## src/rtl/core/class_pattern_line_matcher_macros.svh

```systemverilog
// ----------------------------------------------------------------------------
// class_pattern_line_matcher_macros
// assertion macros for the matcher rtl
// ----------------------------------------------------------------------------
`ifndef CLASS_PATTERN_LINE_MATCHER_MACROS_SVH
`define CLASS_PATTERN_LINE_MATCHER_MACROS_SVH

// same-cycle implication, disabled during reset
`define CPLM_ASSERT_NOW(label, clk, rst_n, ante, cons, msg) \
  label: assert property (@(posedge clk) disable iff (!rst_n) (ante) |-> (cons)) \
    else $error(msg);

// next-cycle implication, disabled during reset
`define CPLM_ASSERT_NEXT(label, clk, rst_n, ante, cons, msg) \
  label: assert property (@(posedge clk) disable iff (!rst_n) (ante) |=> (cons)) \
    else $error(msg);

`endif

```

## src/rtl/core/cplm_pkg.sv

```systemverilog
// ----------------------------------------------------------------------------
// cplm_pkg
// types and codes shared by the character-class line matcher
// ----------------------------------------------------------------------------
`timescale 1ns / 1ps

package cplm_pkg;

  // field widths, table depth and cell limit
  localparam int CHAR_W  = 8;
  localparam int MASK_W  = 32;
  localparam int IDX_W   = 12;
  localparam int STAT_W  = 2;
  localparam int QLEN_W  = 6;
  localparam int MODE_W  = 2;
  localparam int CFG_W   = 6;
  localparam int TBL_DEPTH = 256;
  localparam int CELL_MAX  = 32;

  // word opcodes
  localparam logic OPC_LOAD = 1'b0;
  localparam logic OPC_TEXT = 1'b1;

  // register indexes
  localparam logic CFG_QLEN = 1'b0;
  localparam logic CFG_MODE = 1'b1;

  // match modes
  localparam logic [MODE_W-1:0] MODE_PREFIX = 2'd0;
  localparam logic [MODE_W-1:0] MODE_SUFFIX = 2'd1;
  localparam logic [MODE_W-1:0] MODE_SUBSTR = 2'd2;
  localparam logic [MODE_W-1:0] MODE_SUBSEQ = 2'd3;

  // result status codes
  localparam logic [STAT_W-1:0] STAT_NONE  = 2'd0;
  localparam logic [STAT_W-1:0] STAT_MATCH = 2'd1;
  localparam logic [STAT_W-1:0] STAT_LONG  = 2'd2;

  // control broadcast to every cell
  typedef struct packed {
    logic upd;  // byte inside line limit: shift the chain
    logic go;   // a text word leaves the match stage
    logic clr;  // that word ends its line
  } cell_ctl_t;

endpackage

```

## src/rtl/core/cplm_cell.sv

```systemverilog
// ----------------------------------------------------------------------------
// cplm_cell
// one query position: shift-and bit and prefix check
// ----------------------------------------------------------------------------
`timescale 1ns / 1ps

module cplm_cell #(
  parameter int IDX = 0,
  parameter int PW  = 13
) (
  input  logic                clk,
  input  logic                rst_n,
  input  cplm_pkg::cell_ctl_t ctl,
  input  logic                left_in,   // registered bit of the cell below
  input  logic                mask_bit,  // class bit of this position
  input  logic                in_query,  // position below query length
  input  logic [PW-1:0]       line_pos,
  output logic                act_q,     // registered bit, to the cell above
  output logic                act_new,   // bit after this byte
  output logic                kill
);

  logic act_r;
  logic act_nxt;

  // shift-and step: alive if the shorter prefix was alive and the byte fits
  assign act_new = ctl.upd ? (left_in & mask_bit) : act_r;

  // prefix broken when the byte at this index misses this class
  assign kill = (32'(line_pos) == IDX) & in_query & ~mask_bit;

  always_comb begin
    act_nxt = act_r;
    if (ctl.go) begin
      act_nxt = ctl.clr ? 1'b0 : act_new;
    end
  end

  always_ff @(posedge clk) begin
    if (!rst_n) begin
      act_r <= 1'b0;
    end else begin
      act_r <= act_nxt;
    end
  end

  assign act_q = act_r;

endmodule

```

## config.mk

```make
export PLATFORM = sky130hd
export DESIGN_NAME = cplm_cell
export DESIGN_NICKNAME = d
export VERILOG_FILES = /design/src/rtl/core/class_pattern_line_matcher_macros.svh /design/src/rtl/core/cplm_pkg.sv /design/src/rtl/core/cplm_cell.sv
export SDC_FILE = /design/constraint.sdc
export NUM_CORES = 1
export LEC_CHECK = 0
export BUFFER_PORTS_ARGS = -buffer_cell sky130_fd_sc_hd__clkbuf_2
export CAP_MARGIN = 20
export CELL_PAD_IN_SITES_DETAIL_PLACEMENT = 0
export CELL_PAD_IN_SITES_GLOBAL_PLACEMENT = 1
export CORE_AREA = 10 10 47 49
export CTS_BUF_LIST = sky130_fd_sc_hd__clkbuf_16
export DETAILED_ROUTE_END_ITERATION = 10
export DIE_AREA = 0 0 57 59
export PLACE_DENSITY_LB_ADDON = 0.1
export SYNTH_ARGS = -nofsm -noshare
export SYNTH_HDL_FRONTEND = slang
export SYNTH_SLANG_ARGS = --single-unit
```

## constraint.sdc

```tcl
create_clock -name clk -period 1.6 [get_ports clk]
set_input_delay 0.24 -clock clk [delete_from_list [all_inputs] [get_ports clk]]
set_output_delay 0.24 -clock clk [all_outputs]
set_load 0.01 [all_outputs]
```

==> impl_metrics.ini, run 1 <==
[route]
drt-total-wl_um = 722
drcViolationCount = 0
wl_met3_um = 97
first_pass_iters = 1
wl_met1_um = 277
drtAntennaViolNets = 0
wire_per_inst_um = 13.6
vias = 209
dr_wl_met2_um = 347
top_layer = met3
drt_iter0_markers = 0
drt-vias-per-instance = 3.94

[timing]
hold_viol = 0
fin_crit_sh = 0.744
setup_viol = 0
grt_setup_unrepaired = no
finClkSkew_ns = 0
timing.fmax_ghz = 0.840
slew_headroom = 0.850
max_slew.worst_pin.slew_ns = 0.221
hold_slack_ns = 0.485
finalSetupTns_ns = 0
maxSlewViolCount = 0
finalCriticalPeriod_ns = 1.19
final.setup.worst_slack_ns = 0.410

[synth]
syn-cell-area_um2 = 98.8
ys_seq_area_frac = 0.203
yosys.area.top_type = dfxtp_1
synthCells = 14
netlist_top_cells_area = dfxtp_1 (20%), nor4_1 (13%), nand3_1 (10%)
ys_types = 12
yosys.area.top_type_share = 0.203
syn_nets = 35
syn_avg_cell_area_um2 = 7.06
ys_ff_latch = 1
yosysWarnings = 0

[worst_setup_path]
endpoint_kind = output pin
required_ns = 1.36
r2r_cells = 2
worstSetupPathType = in2out
critPathMaxFanout = 3
worstReg2RegEnd = act_q
crit_arrival_ns = 0.95
r2r_slack_ns = 1.02
worstReg2RegStart = act_q
start_kind = input port

[placed_design]
place.port_buffers = 23
dp.cells = 53
dp_slack_ns = 0.367
globalplace.congestion = 0.791

[floorplanning]
std_cell_rows = 14
ios = 24
core_area_um2 = 1400
dieArea_um2 = 3360
die_h_um = 59
fp.dieW_um = 57
initial_core_util = 0.0705

[clock_tree]
cts_resized = 0
clkTransAtPathRegs_ns = 0
post_cts_buffers = 0
insertion_delay_ns = 0
holdBufCountCts = 0

[global_route]
track_usage = 0.0372
grt_max_degree = 5
grt_pass1_vias = 215
overflow = 0
grt_first_pass_wirelength_um = 1060
grt_antenna_before_repair = 0

[layout]
drive_gt1_frac = 0.622
final_common_cell = clkbuf_2
n_fill_cell = 161
diodes = 0
layout.cells.non_filler = 53
largest_reg_flops = 1
fin_util = 0.167
fin_nets = 60
area_delta_synth_final_pct = 137
final_cell_mix = clkbuf_2 (23), nor4_1 (2), nand3_1 (2)

[hold_path]
hold_class = reg2reg
hold_start = act_q
holdPathStages = 2
holdPathEnd = act_q

[pwr]
power_density_nw_per_um2 = 265
vdd_ir_drop_max_uv = 92.7
p_leak_nw = 0.121

[run]
drv_cap = 0

[outcome]
status = finished clean
-- power breakdown --
| group | internal (W) | switching [W] | total, W |
|---|---|---|---|
| combinational | 0.0000226 | 0.0000131 | 0.0000357 |
| sequential | 0.0000259 | 0.000000315 | 0.0000262 |
| clock | 0 | 0 | 0 |
-- cells by family after synthesis --
| kind of cell | share of synthesized area |
|---|---|
| and+or+nand+nor | 0.570 |
| AOI/OAI and AO/OA | 0.190 |
| DFF | 0.203 |
| buffers and inverters | 0.0379 |
-- cell usage after synthesis --
| library cell | count |
|---|---|
| inv_1 | 1 |
| nor3_1 | 1 |
| nor4_1 | 2 |
| nand3b_1 | 1 |
| o21a_1 | 1 |
| nand3_1 | 2 |
| o21ai_0 | 1 |
| and4_1 | 1 |
| nor4b_1 | 1 |
| dfxtp_1 | 1 |
| nand2_1 | 1 |
| o22ai_1 | 1 |
-- metrics by stage --
stage,cell area (µm²),power [W]
final,234,0.0000619
after detailed placement,234,0.0000624
after CTS,234,0.0000626
after global routing,234,0.0000662
after floorplan,98.8,0.0000333
after global placement,234,0.0000619
-- worst max-delay path, cell delays in order --
cell	delay, ns
clkbuf_2	0.10
nor4_1	0.26
and4_1	0.21
clkbuf_2	0.13
-- worst max-delay path by stage --
stage | startpoint | endpoint | depth (start not counted)
6_report | mask_bit | kill | 4
5_1_grt | mask_bit | kill | 4
4_1_cts | mask_bit | kill | 4
3_5_place_dp | mask_bit | kill | 4
3_3_place_gp | mask_bit | kill | 4
2_1_floorplan | line_pos[3] | kill | 2
-- final cells by class --
class	count	area [µm²]	area share
repair buffers	23	115	0.492
multi-input cells	12	75.1	0.321
flip-flops and latches	1	20.0	0.0856
well taps	16	20.0	0.0856
inverters	1	3.75	0.0160
-- per-layer routing --
metal  up-vias  global-route usage
li1        103                   -
met4         0                   0
met2        15              0.0667
met5         -                   0
met3         0              0.0172
met1        91              0.0417
No activity file was read; power rests on OpenSTA's default activity.
==> inputs of run 2 (changes only) <==
Settings changed: ABC_AREA set to 1.
Clock period 1.6 ns to 1.2 ns, I/O delays scaled along.
==> run 2 against run 1 <==
Global-route usage fell by 0.64 points. Hold slack worse by 0.11 ns. Sequential share of layout area is 0.31 points lower. Combinational power grew 50%. Sequential power up 44%. Setup slack got worse by 0.077 ns. Cell count increased by 9.4%. Clock skew is the same. Critical endpoint unchanged. Via count decreased by 0.96%. First-iteration DRC count stayed put.
==> impl_metrics.ini, run 2 <==
[outcome]
status = finished clean

[synth]
synth_compound_area_frac = 0.128
synth_top_family_by_area = simple AND/OR/NAND/NOR gates
ys_ff_latch = 1
ys_types = 8
syn-cell-area_um2 = 108
synthAdderAreaFrac = 0
synth.mux.area_fraction = 0
yosys.area.top_type_share = 0.279
yosys.area.top_type = nor2_1
synthMostInstantiatedCell = nor2_1
netlist_top_cells_area = nor2_1 (28%), dfxtp_1 (19%), nand2_2 (17%)
yosys_most_used_dff = dfxtp_1
syn_avg_cell_area_um2 = 5.66
synthTopCellsByCount = nor2_1 (8), nand2_2 (3), inv_1 (2), nand4_1 (2)
yosysWarnings = 0
synth_edf_count = 0
syn_nets = 40
synth_simple_gate_area_frac = 0.616
synth_xor_area_frac = 0
ys_seq_area_frac = 0.186
synthCells = 19
synthArstFlopShare = 0

[layout]
final_common_cell = clkbuf_2
fin_nets = 65
final_cell_mix = clkbuf_2 (23), nor2_1 (8), nand2_2 (3)
area_delta_synth_final_pct = 126
drive_gt1_frac = 0.643
n_fill_cell = 167
largest_reg_flops = 1
diodes = 0
layout.cells.non_filler = 58
fin_util = 0.173

[run]
drv_cap = 0

[route]
drt-vias-per-instance = 3.57
drcViolationCount = 0
drt-total-wl_um = 551
drtAntennaViolNets = 0
wire_per_inst_um = 9.50
first_pass_iters = 1
drt_iter0_markers = 0
vias = 207

[worst_setup_path]
start_kind = input port
r2r_cells = 4
crit_chain = clkbuf_2, nor2_1, nand4_1, nor2_1, clkbuf_2
crit_path_top_delay_cell = clkbuf_2
critical_path.startpoint = mask_bit
critPathTopFamily = simple AND/OR/NAND/NOR gates
worstSetupPathType = in2out
worstReg2RegEnd = act_q
r2r_slack_ns = 0.50
crit_arrival_ns = 0.69
critPathMaxFanout = 2
cp.depth = 5
path_buf_inv = 2
cp-endpoint = kill
cpPeakStageDelay_ns = 0.14
required_ns = 1.02
endpoint_kind = output pin
worstReg2RegStart = act_q

[pwr]
vdd_ir_drop_max_uv = 177
p_leak_nw = 0.142
power_density_nw_per_um2 = 377
power_w = 0.0000915

[floorplanning]
core_area_um2 = 1400
std_cell_rows = 14
initial_core_util = 0.0768
ios = 24
dieArea_um2 = 3360
fp.dieW_um = 57
die_h_um = 59

[timing]
setup_viol = 0
finalCriticalPeriod_ns = 0.868
slew_headroom = 0.867
finClkSkew_ns = 0
timing.fmax_ghz = 1.15
max_slew.worst_pin.slew_ns = 0.198
fin_crit_sh = 0.723
finalSetupTns_ns = 0
maxSlewViolCount = 0
grt_setup_unrepaired = no
hold_viol = 0

[global_route]
grt_pass1_vias = 215
overflow = 0
grt_first_pass_wirelength_um = 910
grt_antenna_before_repair = 0
grt_max_degree = 4
track_usage = 0.0308

[placed_design]
globalplace.congestion = 0.679
place_hpwl_um = 544
dp.cells = 58
place.port_buffers = 23

[clock_tree]
insertion_delay_ns = 0
post_cts_buffers = 0
holdBufCountCts = 0
clkTransAtPathRegs_ns = 0
cts_resized = 0

[hold_path]
holdPathStages = 2
hold_class = in2reg
-- run 2: cell types whose count changed in the layout (fill, tap and decap cells not counted), moves of 2 or more --
cell and change:
nand4_1 +2, nor2_1 +8, nand2_2 +3, nor4_1 -2
-- run 2: layer usage --
layer | GRT usage | wire length (µm) | vias to the layer above | share of wire
li1 | - | - | 108 | -
met3 | 0.0279 | 157 | 0 | 0.28
met4 | 0 | 0 | 0 | 0
met2 | 0.0481 | 193 | 23 | 0.35
met1 | 0.0323 | 200 | 76 | 0.36
met5 | 0 | 0 | - | 0
-- run 2: cells by family (layout without fill, tap and decap cells) --
kind of cell,Yosys count,count (layout)
AO/OA/AOI/OAI,2,2
flip-flops,1,1
AND/OR/NAND/NOR,14,14
buffers and inverters,2,25
-- run 2: final cells by class --
| class | count | area [µm²] | area share |
|---|---|---|---|
| Timing Repair Buffer | 23 | 115 | 0.474 |
| Inverter | 2 | 7.51 | 0.0309 |
| Sequential cell | 1 | 20.0 | 0.0825 |
| Multi-Input combinational cell | 16 | 80.1 | 0.330 |
| Tap cell | 16 | 20.0 | 0.0825 |
-- run 2: per-stage QoR --
stage / area, µm² / setup WS [ns] / hold slack (ns)
2_1_floorplan: 108 / 0.449 / 0.264
6_report: 243 / 0.332 / 0.374
4_1_cts: 243 / 0.302 / 0.378
3_5_place_dp: 243 / 0.304 / 0.379
3_3_place_gp: 243 / 0.309 / 0.376
5_1_grt: 243 / 0.221 / 0.381
-- run 2: worst min-delay path by stage --
stage | from | end | slack, ns
2_1_floorplan | ctl[1] | act_q | 0.26
3_3_place_gp | ctl[1] | act_q | 0.38
3_5_place_dp | ctl[1] | act_q | 0.38
4_1_cts | ctl[1] | act_q | 0.38
5_1_grt | ctl[1] | act_q | 0.38
6_report | ctl[1] | act_q | 0.37
-- run 2: report_power, final --
group	internal, W	switching [W]	total [W]
logic	0.0000324	0.0000213	0.0000537
registers	0.0000359	0.00000184	0.0000377
clock network	0	0	0
==> inputs of run 3 (changes only) <==
Clock period 1.2 ns to 0.8 ns, I/O delays scaled along.
==> run 3 against run 2 <==
Flip-flop and latch count did not move. Setup slack worse by 0.27 ns. Combinational power up 96%. Wire length is 6.5% higher. Die area stayed put. Utilization grew 3.1 points. Design area rose by 18%. Cell count is the same. First-iteration DRC count grew 1. Critical endpoint is now act_new. Largest power group unchanged.
==> impl_metrics.ini, run 3 (synthesized netlist as in run 2, its figures left out) <==
[layout]
final_common_cell = clkbuf_2
area_delta_synth_final_pct = 166
largest_reg_flops = 1
fin_nets = 65
layout.cells.non_filler = 58
stdcell_area_um2 = 287
final_cell_mix = clkbuf_2 (19), nor2_1 (4), nor2_4 (3), nand2_2 (3), buf_6 (3)
drive_gt1_frac = 0.738
diodes = 0

[worst_setup_path]
start_kind = flip-flop
worstReg2RegStart = act_q
r2r_slack_ns = 0.10
crit_chain = nand2_2, nand2_2, clkbuf_2
worstSetupPathType = reg2out
cp_common_cell = nand2_2
crit_arrival_ns = 0.62
critical_path.startpoint = act_q
endpoint_kind = output pin
crit_path_top_delay_cell = dfxtp_1
cpPeakStageDelay_ns = 0.35
critPathMaxFanout = 3
required_ns = 0.68
worstReg2RegEnd = act_q
r2r_cells = 4

[clock_tree]
clkTransAtPathRegs_ns = 0
insertion_delay_ns = 0
holdBufCountCts = 0

[global_route]
grt_max_degree = 4
grt_antenna_before_repair = 0
grt_pass1_vias = 215
grt_first_pass_wirelength_um = 910
overflow = 0
track_usage = 0.0308

[pwr]
p_clk_frac = 0
vdd_ir_drop_max_uv = 271
p_switching_w = 0.0000444
power.internal_w = 0.000117
p_leak_nw = 0.151
power_density_nw_per_um2 = 563
switching_share = 0.275
p_comb_frac = 0.649
seq_power_share = 0.351

[route]
wire_per_inst_um = 10.1
first_pass_iters = 2
drtAntennaViolNets = 0
drt_iter0_markers = 1
drt-total-wl_um = 587
vias = 211
drt-vias-per-instance = 3.64
drcViolationCount = 0

[floorplanning]
std_cell_rows = 14
fp.dieW_um = 57
dieArea_um2 = 3360
die_h_um = 59
ios = 24
initial_core_util = 0.0768
core_area_um2 = 1400

[timing]
setup_viol = 0
finClkSkew_ns = 0
hold_viol = 0
finalSetupTns_ns = 0
maxSlewViolCount = 0
finalCriticalPeriod_ns = 0.741
grt_setup_unrepaired = no
timing.fmax_ghz = 1.35
fin_crit_sh = 0.926
max_slew.worst_pin.slew_ns = 0.198
slew_headroom = 0.867

[hold_path]
hold_class = in2reg
hold_start = ctl[1]
holdPathEnd = act_q
holdPathStages = 2

[run]
drv_cap = 0

[placed_design]
place_area_um2 = 243
globalplace.congestion = 0.679
place.port_buffers = 23
place_hpwl_um = 544
dp.cells = 58

[outcome]
status = finished clean
## run 3: worst max-delay path by stage
stage | end | slack (ns) | cells after the start
finish | act_new | 0.06 | 3
global route | act_new | 0.001 | 3
CTS | kill | 0.02 | 5
detailed placement | kill | 0.02 | 5
global placement | kill | 0.03 | 5
floorplan | act_q | 0.05 | 4
## run 3: repair_timing
item | CTS | global route
gates resized for setup | 0 | 11
endpoints found under the setup margin | 0 | 1
setup buffers | 0 | 0
## run 3: final cells by class
type	instances	area, µm²
Multi-Input combinational cell	16	105
Inverter	2	7.51
Fill cell	157	1110
Sequential cell	1	20.0
Timing Repair Buffer	23	134
Tap cell	16	20.0
## run 3: worst max-delay path, delay by kind of cell, from the launching register on
kind          cells  cell delay [ns]
flops             1             0.35
buf+inv           1             0.13
simple gates      2             0.14
## run 3: metal layers
layer	wire, µm	global-route usage	up-vias
met2	232	0.0481	19
li1	-	-	108
met3	132	0.0279	0
met5	0	0	-
met1	221	0.0323	84
met4	0	0	0
## run 3: power groups by stage
stage	Combinational [W]	Sequential, W	Clock [W]
after floorplan	0.0000243	0.0000574	0
after global placement	0.0000816	0.0000564	0
after detailed placement	0.0000821	0.0000568	0
after CTS	0.0000826	0.0000568	0
after global routing	0.000116	0.0000573	0
final	0.000105	0.0000566	0
## run 3: metrics by stage
step | power [W] | worst slack [ns] | hold slack, ns | utilization
after floorplan | 0.0000817 | 0.0489 | 0.204 | -
after global placement | 0.000138 | 0.0288 | 0.316 | 0.173
after detailed placement | 0.000139 | 0.0236 | 0.319 | 0.173
after CTS | 0.000139 | 0.0220 | 0.318 | 0.173
after global routing | 0.000173 | 0.00138 | 0.321 | 0.204
final | 0.000161 | 0.0591 | 0.314 | 0.204
